[src/hw/rtl/pmtvl_pkg.sv]
package pmtvl_pkg;

    localparam int unsigned VRAM_BYTES_DEF = 8192;
    localparam int unsigned OAM_BYTES_DEF  = 160;

    localparam int unsigned ADDR_W   = 13;
    localparam int unsigned DATA_W   = 8;
    localparam int unsigned LINE_W   = 8;
    localparam int unsigned PHASE_W  = 7;
    // wide enough for an address compared against the largest vram size times eight
    localparam int unsigned WIDE_W   = 18;

    localparam int unsigned S_TDATA_W = 24;
    localparam int unsigned S_TUSER_W = 3;
    localparam int unsigned M_TDATA_W = 32;

    localparam logic [LINE_W-1:0]  LINES_VISIBLE = 8'd144;
    localparam logic [LINE_W-1:0]  LINE_LAST     = 8'd153;
    localparam logic [PHASE_W-1:0] LIMIT_HBLANK  = 7'(51 - 1);
    localparam logic [PHASE_W-1:0] LIMIT_VBLANK  = 7'(114 - 1);
    localparam logic [PHASE_W-1:0] LIMIT_SEARCH  = 7'(20 - 1);
    localparam logic [PHASE_W-1:0] LIMIT_DRAW    = 7'(43 - 1);
    localparam logic [DATA_W-1:0]  BYTE_LOCKED   = 8'hFF;

    typedef enum logic [2:0] {
        MODE_HBLANK = 3'd0,
        MODE_VBLANK = 3'd1,
        MODE_SEARCH = 3'd2,
        MODE_DRAW   = 3'd3,
        MODE_OFF    = 3'd4
    } mode_t;

    typedef enum logic [2:0] {
        OP_TICK    = 3'd0,
        OP_VRAM_RD = 3'd1,
        OP_VRAM_WR = 3'd2,
        OP_OAM_RD  = 3'd3,
        OP_OAM_WR  = 3'd4
    } op_t;

    typedef enum logic [1:0] {
        CFG_LINE_COMPARE   = 2'd0,
        CFG_COMPARE_IRQ_EN = 2'd1,
        CFG_SEARCH_IRQ_EN  = 2'd2
    } cfg_idx_t;

    typedef enum logic [1:0] {
        RSEL_ZERO = 2'd0,
        RSEL_FF   = 2'd1,
        RSEL_VRAM = 2'd2,
        RSEL_OAM  = 2'd3
    } rsel_t;

    typedef struct packed {
        logic              we;
        logic [1:0]        index;
        logic [DATA_W-1:0] data;
    } cfg_wr_t;

    typedef struct packed {
        mode_t              mode;
        logic [LINE_W-1:0]  line;
        logic [PHASE_W-1:0] phase;
        logic               irq;
    } view_t;

endpackage

[src/hw/rtl/pmtvl_timing.sv]
module pmtvl_timing
    import pmtvl_pkg::*;
(
    input  logic              aclk,
    input  logic              aresetn,
    input  logic              tick_en,
    input  logic              lcd_on,
    input  cfg_wr_t           cfg_wr,
    output mode_t             cur_mode,
    output view_t             view
);

    mode_t              mode_reg, mode_next;
    logic [PHASE_W-1:0] phase_reg, phase_next;
    logic [PHASE_W-1:0] limit_reg, limit_next;
    logic [LINE_W-1:0]  line_reg, line_next;
    logic [LINE_W-1:0]  lcmp_reg, lcmp_next;
    logic               cie_reg, cie_next;
    logic               sie_reg, sie_next;

    logic               enter_search;
    logic               run;
    logic [PHASE_W-1:0] ph;

    // config registers
    always_comb begin
        lcmp_next = lcmp_reg;
        cie_next  = cie_reg;
        sie_next  = sie_reg;
        if (cfg_wr.we) begin
            case (cfg_idx_t'(cfg_wr.index))
                CFG_LINE_COMPARE:   lcmp_next = cfg_wr.data;
                CFG_COMPARE_IRQ_EN: cie_next  = cfg_wr.data[0];
                CFG_SEARCH_IRQ_EN:  sie_next  = cfg_wr.data[0];
                default: ;
            endcase
        end
    end

    // next state of the mode sequencer
    always_comb begin
        mode_next    = mode_reg;
        phase_next   = phase_reg;
        limit_next   = limit_reg;
        line_next    = line_reg;
        enter_search = 1'b0;
        run          = 1'b0;
        ph           = phase_reg;
        if (tick_en) begin
            if (mode_reg == MODE_OFF) begin
                run = lcd_on;
                ph  = '0;
            end else if (!lcd_on) begin
                mode_next = MODE_OFF;
            end else begin
                run = 1'b1;
            end
            if (run) begin
                if (ph == '0) begin
                    case (mode_reg)
                        MODE_OFF: begin
                            line_next    = '0;
                            enter_search = 1'b1;
                        end
                        MODE_HBLANK: begin
                            line_next = LINE_W'(line_reg + 1'b1);
                            if (line_next < LINES_VISIBLE) begin
                                enter_search = 1'b1;
                            end else begin
                                mode_next  = MODE_VBLANK;
                                limit_next = LIMIT_VBLANK;
                            end
                        end
                        MODE_VBLANK: begin
                            if (line_reg < LINE_LAST) begin
                                line_next = LINE_W'(line_reg + 1'b1);
                            end else begin
                                line_next    = '0;
                                enter_search = 1'b1;
                            end
                        end
                        MODE_SEARCH: begin
                            mode_next  = MODE_DRAW;
                            limit_next = LIMIT_DRAW;
                        end
                        default: begin
                            mode_next  = MODE_HBLANK;
                            limit_next = LIMIT_HBLANK;
                        end
                    endcase
                    if (enter_search) begin
                        mode_next  = MODE_SEARCH;
                        limit_next = LIMIT_SEARCH;
                    end
                end
                phase_next = (ph == limit_next) ? '0 : PHASE_W'(ph + 1'b1);
            end
        end
    end

    // outputs
    always_comb begin
        cur_mode   = mode_reg;
        view.mode  = mode_next;
        view.line  = line_next;
        view.phase = phase_next;
        view.irq   = enter_search && (((line_next == lcmp_reg) && cie_reg) || sie_reg);
    end

    always_ff @(posedge aclk) begin
        if (!aresetn) begin
            mode_reg  <= MODE_OFF;
            phase_reg <= '0;
            limit_reg <= '0;
            line_reg  <= '0;
            lcmp_reg  <= '0;
            cie_reg   <= 1'b0;
            sie_reg   <= 1'b0;
        end else begin
            mode_reg  <= mode_next;
            phase_reg <= phase_next;
            limit_reg <= limit_next;
            line_reg  <= line_next;
            lcmp_reg  <= lcmp_next;
            cie_reg   <= cie_next;
            sie_reg   <= sie_next;
        end
    end

endmodule

[config.mk]
export PLATFORM = sky130hd
export DESIGN_NAME = pmtvl_timing
export DESIGN_NICKNAME = d
export VERILOG_FILES = /design/src/hw/rtl/pmtvl_pkg.sv /design/src/hw/rtl/pmtvl_timing.sv
export SDC_FILE = /design/constraint.sdc
export NUM_CORES = 1
export LEC_CHECK = 0
export ABC_CLOCK_PERIOD_IN_PS = 4400
export BUFFER_PORTS_ARGS = -buffer_cell sky130_fd_sc_hd__clkbuf_2
export CORE_UTILIZATION = 51
export DETAILED_ROUTE_END_ITERATION = 7
export HOLD_SLACK_MARGIN = 0.05
export PLACE_DENSITY = 0.84
export SLEW_MARGIN = 20
export SYNTH_ARGS = -nofsm -noshare
export SYNTH_HDL_FRONTEND = slang
export SYNTH_SLANG_ARGS = --single-unit
[constraint.sdc]
create_clock -name aclk -period 4.4 [get_ports aclk]
set_input_delay 0.88 -clock aclk [delete_from_list [all_inputs] [get_ports aclk]]
set_output_delay 0.88 -clock aclk [all_outputs]
set_load 0.01 [all_outputs]
# Word-level counts from Yosys, hierarchy flattened
# Index checks and enable logic that the tools add are counted.
dict set report classes {
  n_addsub 2
  multipliers 0
  n_div 0
  n_lt_le_gt_ge 2
  n_eq_ne 7
  n_shift 0
  n_mux 36
  n_bitwise 0
  n_reduce_logical 11
}
# cell n
set op_table {}
lappend op_table {{7-bit 2-to-1 mux} 10}
lappend op_table {{8-bit 2-to-1 mux} 4}
lappend op_table {{8-bit one-hot mux with 3 select lines} 1}
lappend op_table {{3-bit 2-to-1 mux} 7}
lappend op_table {{7-bit one-hot mux with 3 select lines} 1}
lappend op_table {{8-bit < comparator (second input constant)} 2}
lappend op_table {{1-bit 2-to-1 mux} 11}
lappend op_table {{3-bit one-hot mux with 3 select lines} 1}
lappend op_table {{8-bit by 1-bit adder with 8-bit output (second input constant)} 1}
lappend op_table {{8-bit == test} 1}
lappend op_table {{2-bit AND reduction} 4}
lappend op_table {{7-bit by 1-bit adder with 7-bit output (second input constant)} 1}
lappend op_table {{7-bit == test} 1}
lappend op_table {{7-bit logical NOT} 1}
lappend op_table {{3-bit by 1-bit == test with 1-bit output (second input constant)} 1}
lappend op_table {{3-bit by 2-bit == test with 1-bit output (second input constant)} 1}
lappend op_table {{3-bit == test (second input constant)} 1}
lappend op_table {{3-bit logical NOT} 1}
lappend op_table {{1-bit one-hot mux with 3 select lines} 1}
lappend op_table {{2-bit by 1-bit == test with 1-bit output (second input constant)} 1}
lappend op_table {{2-bit == test (second input constant)} 1}
lappend op_table {{1-bit logical AND} 2}
lappend op_table {{2-bit logical NOT} 1}
lappend op_table {{2-bit OR reduction} 1}
lappend op_table {{1-bit logical OR} 1}
dict set report totals {
  reg_bits 35
  latchBits 0
  ramBits 0
  romBits 0
  in_bits 15
  output_inout_bits 22
  wordCells 65
  memories 0
}

# Longest topological paths before layout
# Gate-level depths: netlist of the first run.
dict set report depth {
  word_depth 15
  mapped_depth 14
  ltp_nobuf 11
}

# Worst setup path before layout of the first run
# Ideal clock, no wire load.
dict set report synth_timing {
  path_kind {reg-to-output}
  from {register mode_reg[0] (netlist: cur_mode[0])}
  to {output port view[0] in the netlist's numbering}
  arrival_time_ns 3.498
  t_required_ns 3.520
  setup_slack_ns 0.022
  stages_incl_launch_ff 14
  n_path_buf 2
  path_cell_list {dfxtp_1 -> clkbuf_1 -> or3b_2 -> clkbuf_1 -> nand2_1 -> ha_1 -> nand2b_1 -> o32ai_4 -> and2_1 -> nand3_1 -> o21ai_0 -> xor2_1 -> or4_1 -> o21ai_1}
}
# element line_no
set synth_rtl {}
lappend synth_rtl {{start: declaration} pmtvl_timing.sv:13} ;# mode_t mode_reg, mode_next;
lappend synth_rtl {{start signal: assignment} pmtvl_timing.sv:120} ;# mode_reg <= mode_next;
lappend synth_rtl {{end: declaration} pmtvl_timing.sv:10} ;# output view_t view

==> impl_metrics.csv, run 1 <==
group,metric,value,unit
drt,vias,2604,
clocking,cts_max_level,2,
yosys,synth_xor_area_share,2.92,%
timing,worst_pin_slew,0.743,ns
floorplan,die_w,70.6,um
yosys,yosys-mux-area-fraction,4.64,%
yosys,yosysTopAreaCell,"dfxtp_1",
yosys,synth_top_area_share,29.2,%
global_routing,grtUsageTotal,28.6,%
timing,finalHoldWorstSlack,0.517,ns
yosys,ys_seq_area_share,29.2,%
yosys,syn_avg_cell_area,7.52,um^2
status,violations,"design-rule violations",
timing,rsz0062_at_grt,"false",
worst_setup_path,slowest_stage,"or4_4",
placed_design,io_buffer_count,36,
global_routing,grt_start_max_net_pins,20,
global_routing,globalRouteOverflowTotal,0,
yosys,synth_top_family_by_area,"simple AND/OR/NAND/NOR gates",
clocking,hold_buffers,0,
drt,drt-vias-per-instance,6.23,
finish,area_growth,20.1,%
clocking,numCtsBuffers,5,
placed_design,pre_cts_ws,0.166,ns
drt,drt-initial-drc-count,414,
floorplan,die-area,4980,um^2
power,powerDensity,250,nW/um^2
yosys,synthFlopType,"dfxtp_1",
yosys,yosys-top-cells-area,"dfxtp_1, nor2_1, o21ai_0, nand2_1, mux2i_1",
hold_path,hp-class,"flop to flop",
yosys,ys_ff_latch,35,
clocking,clockBufferDepth,2,
placed_design,dp_hpwl,4.98,mm
yosys,synth.top_cells.by_count,"dfxtp_1, nor2_1, nand2_1",
floorplan,rows,24,
finish,drive_gt1_share,23.2,%
floorplan,ios,37,
worst_setup_path,crit_type,"flop to primary output",
floorplan,core_area,4440,um^2
drt,route.detailed.drc,7,
yosys,synthSimpleGateAreaFrac,30.5,%
timing,max_freq,0.235,GHz
clocking,clk_latency,0.30,ns
job,maxCapViolCount,0,
yosys,synthArstFlopShare,0,%
floorplan,initial_core_util,54.0,%
yosys,syn-num-nets,338,
worst_setup_path,path_cells,"or3b_4 -> nand2_4 -> ha_4 -> nand2b_4 -> o32ai_4 -> o2111ai_4 -> or4_4 -> nand3_1 -> nand4b_1 -> or4_1 -> o21ai_1 -> buf_2",
drt,first_pass_iters,7,
yosys,synth_warnings,0,
timing,clock_skew,0.00453,ns
global_routing,grt_pass1_vias,2333,
power,ir_drop,0.239,mV
worst_setup_path,startpoint_type,"flop",
worst_setup_path,endpoint_kind,"primary output",
timing,fin_ws,0.139,ns
yosys,synth-edff-count,0,
yosys,synth_most_common_cell,"dfxtp_1",
power,p_leak,1.20,nW
status,status,"complete, but fails checks",
worst_setup_path,crit_path_max_fanout,5,
worst_setup_path,max_stage_delay,0.52,ns
yosys,synth_area,2400,um^2
timing,finalSetupTns,0,ns
finish,utilization,64.9,%
drt,drtAntennaViolNets,0,
worst_setup_path,cp.required,3.52,ns
timing,finalCriticalPeriod,4.26,ns
global_routing,antenna_found_initial,0,
timing,relSlewSlack,50.0,%
yosys,synth_compound_area_share,25.8,%
worst_setup_path,crit_arrival,3.38,ns
power,power,0.000722,W
timing,hold_violations,0,
drt,avgRoutedWirePerCell,16.1,um
floorplan,die_height,70.6,um
yosys,synth_adder_area_share,2.09,%
finish,diodes,0,
global_routing,grt_pass1_wl,11.3,mm
clocking,cts_tree,"done",
timing,finalCritPeriodShare,96.8,%
yosys,synthCells,319,
timing,report.final.slew_viol_count,0,
clocking,clock-sinks,35,
clocking,cts.root.buffer_cell,"clkbuf_8",
yosys,netlist-cell-type-count,61,
clocking,clk_pin_slew,0.08,ns
finish,nNetsFinal,384,
timing,finalSetupViolations,0,
drt,routed_wl,6.73,mm
placed_design,gp_congestion,0.928,
## where the power goes
| group | internal (W) | switching, W | leakage (nW) |
|---|---|---|---|
| Sequential | 0.000326 | 0.00000892 | 0.284 |
| Clock | 0.000113 | 0.000136 | 0.0443 |
| Combinational | 0.0000570 | 0.0000814 | 0.869 |
| Total | 0.000496 | 0.000226 | 1.20 |
## worst max-delay path: cells and delay by family (launching register included)
| family | cells | cell delay [ns] |
|---|---|---|
| flops | 1 | 0.31 |
| buf+inv | 1 | 0.14 |
| fa+ha+maj | 1 | 0.16 |
| compound gates | 3 | 0.67 |
| simple gates | 7 | 1.80 |
## cells in the final DEF, fill, tap and decap left out, drive strengths merged, types with 5 or more instances in the layout
cell and instances:
nor2 30, inv 16, mux2i 10, nand2 28, nand2b 5, dfxtp 35
o22ai 5, or3 10, a21oi 19, nor3 6, and2 15, a211oi 6
clkbuf 40, or2 7, nand3 16, buf 17, o21ai 27
## cell families after synthesis
| family | after synthesis |
|---|---|
| buffers and inverters | 30 |
| flip-flops | 35 |
| adder cells (fa/ha/maj) | 4 |
| AO/OA/AOI/OAI | 91 |
| XOR/XNOR | 8 |
| multiplexers | 11 |
| AND/OR/NAND/NOR | 140 |
## layout make-up
| class | instances | area, um^2 |
|---|---|---|
| Clock inverter | 3 | 25.0 |
| Sequential cell | 35 | 701 |
| Multi-Input combinational cell | 254 | 1660 |
| Clock buffer | 5 | 68.8 |
| Timing Repair Buffer | 52 | 300 |
| Tap cell | 52 | 65.1 |
| Inverter | 17 | 63.8 |
| Fill cell | 399 | 1560 |
## what timing repair did
item,in CTS,in global routing
endpoints found under the setup margin,8,8
setup buffers,1,3
resized for setup,8,11
pin swaps,6,7
## stage by stage
step,area [um^2],instances
3_5_place_dp,2680,406
5_1_grt,2880,418
6_report,2880,418
4_1_cts,2810,415
3_3_place_gp,2680,406
2_1_floorplan,2400,319
## path summary, 6_finish.rpt
check                                  from           end  slack [ns]  depth (start not counted)
worst max register to register  cur_mode[1]  phase_reg[0]        1.35                         12
worst max-delay path            cur_mode[1]       view[0]        0.14                         12
worst min register to register      sie_reg       sie_reg        0.52                          2
worst min-delay path                sie_reg       sie_reg        0.52                          2
## metal layers
layer,routed length [um],track usage (%),up-vias
met4,89,8.22,0
met3,425,4.42,9
li1,-,-,1258
met1,3230,42.4,1226
met5,0,0,-
met2,2980,43.4,111
Note: power is estimated with default switching activity, not from simulation.
==> run 2: changes to the inputs <==
Settings changed: PLACE_DENSITY 0.84 to 0.87.
==> run 2 against run 1 <==
The flow still finishes with violations (design-rule violations). First-iteration DRC count increased by 24%. Die area did not move. Setup slack got worse by 0.068 ns. Register-to-register slack got worse by 0.13 ns. Clock-buffer cell count stayed put. Critical path depth rose by 1. Via count increased by 3.3%. Maximum frequency fell by 1.6%. Sequential power about the same. Power increased by 7.8%. Critical endpoint is now view[7]. Highest routed layer unchanged.
==> impl_metrics.csv, run 2 (same netlist as run 1, synthesis figures left out) <==
group,metric,value,unit
status,status,"complete, but fails checks",
status,violations,"design-rule violations",
global_routing,grt_start_max_net_pins,20,
worst_setup_path,rr_worst_depth,13,
hold_path,hold_depth,2,
finish,layout_common_cells,"dfxtp_1, clkbuf_2, nor2_1, nand2_1, o21ai_0",
hold_path,hp-start,"lcmp_reg[6]",
worst_setup_path,endpoint_kind,"primary output",
timing,relSlewSlack,49.9,%
timing,hold_violations,0,
global_routing,grt_pass1_wl,11.4,mm
clocking,cts_tree,"done",
timing,finalCriticalPeriod,4.33,ns
floorplan,ios,37,
worst_setup_path,cp.required,3.52,ns
floorplan,rows,24,
floorplan,core_area,4440,um^2
drt,vias,2691,
global_routing,grt_pass1_vias,2484,
timing,finalHoldWorstSlack,0.524,ns
drt,avgRoutedWirePerCell,16.9,um
worst_setup_path,worstReg2RegStart,"cur_mode[1]",
placed_design,dp_hpwl,4.69,mm
drt,route.detailed.drc,6,
timing,finalCritPeriodShare,98.4,%
finish,nNetsFinal,382,
worst_setup_path,crit_arrival,3.45,ns
floorplan,die_w,70.6,um
placed_design,gp_congestion,1.00,
drt,first_pass_iters,8,
timing,max_freq,0.231,GHz
timing,worst_pin_slew,0.744,ns
finish,area_growth,21.4,%
clocking,hold_buffers,0,
worst_setup_path,r2r_setup_slack,1.22,ns
finish,drive_gt1_share,24.2,%
power,p_leak,1.21,nW
floorplan,die_height,70.6,um
floorplan,initial_core_util,54.0,%
job,maxCapViolCount,0,
power,ir_drop,0.195,mV
drt,drt-vias-per-instance,6.47,
worst_setup_path,critPathLaunch,"cur_mode[1]",
drt,routed_wl,7.02,mm
worst_setup_path,crit_path_max_fanout,5,
clocking,clock-sinks,35,
placed_design,io_buffer_count,36,
timing,clock_skew,0.00815,ns
clocking,cts_max_level,2,
worst_setup_path,crit_type,"flop to primary output",
finish,final_cells,416,
hold_path,hold-path-endpoint,"lcmp_reg[6]",
worst_setup_path,startpoint_type,"flop",
placed_design,dp.cells,404,
timing,report.final.slew_viol_count,0,
clocking,cts.root.buffer_cell,"clkbuf_8",
clocking,clockBufferDepth,2,
worst_setup_path,r2r-end,"phase_reg[2]",
floorplan,die-area,4980,um^2
drt,drtAntennaViolNets,0,
global_routing,antenna_found_initial,0,
clocking,numCtsBuffers,5,
timing,finalSetupViolations,0,
drt,drt-initial-drc-count,515,
finish,diodes,0,
clocking,clk_pin_slew,0.08,ns
global_routing,globalRouteOverflowTotal,0,
hold_path,hp-class,"flop to flop",
power,powerDensity,267,nW/um^2
global_routing,grtUsageTotal,28.9,%
clocking,clk_latency,0.30,ns
## run 2: worst max-delay path by stage
stage,slack [ns],to
after floorplan,0.02,view[0]
after global placement,0.24,view[0]
after detailed placement,0.14,view[0]
after CTS,0.03,view[7]
after global routing,-0.03,view[7]
final,0.07,view[7]
## run 2: layer usage
metal | global-route usage [%] | vias to the layer above | wire [um]
li1 | - | 1253 | -
met1 | 34.7 | 1225 | 2780
met2 | 49.2 | 178 | 3360
met3 | 5.56 | 35 | 595
met4 | 15.3 | 0 | 285
met5 | 0 | - | 0
## run 2: critical path, stage by stage (launching register included)
cell and delay (ns):
dfxtp_1 0.31, or3b_4 0.43, nand2_4 0.11, ha_4 0.17, or4bb_4 0.50, o21ai_4 0.10
a31oi_1 0.08, a2111oi_2 0.36, nand4_1 0.20, a311oi_4 0.25, buf_4 0.20, a21oi_2 0.04
or2_2 0.26, clkbuf_2 0.13
## run 2: cell type report
| cell class | instances | area (um^2) |
|---|---|---|
| multi-input combinational | 254 | 1690 |
| fill | 384 | 1530 |
| sequential | 35 | 701 |
| timing repair buffer | 50 | 285 |
| clock buffer | 5 | 68.8 |
| tap | 52 | 65.1 |
| inverter | 17 | 63.8 |
| clock inverter | 3 | 43.8 |
## run 2: stage by stage
step           setup slack (ns)  total power [W]  area, um^2  utilization, %  TNS (ns)
2_1_floorplan            0.0224         0.000423        2400               -         0
3_3_place_gp              0.243         0.000462        2670            60.0         0
3_5_place_dp              0.145         0.000463        2670            60.0         0
4_1_cts                  0.0316         0.000767        2820            63.5         0
5_1_grt                 -0.0339         0.000807        2910            65.6   -0.0746
6_report                 0.0715         0.000778        2910            65.6         0
## run 2: repair_timing
| item | in CTS | in global routing |
|---|---|---|
| pin swaps | 4 | 9 |
| setup buffers | 0 | 4 |
| endpoints found under the hold margin | 0 | 0 |
| resized for setup | 10 | 14 |
| setup endpoints to repair | 8 | 8 |
## run 2: report_power, final
part           internal (W)  switching [W]  leakage (nW)
clock              0.000169       0.000134        0.0581
combinational     0.0000569      0.0000819         0.864
sequential         0.000326      0.0000101         0.284
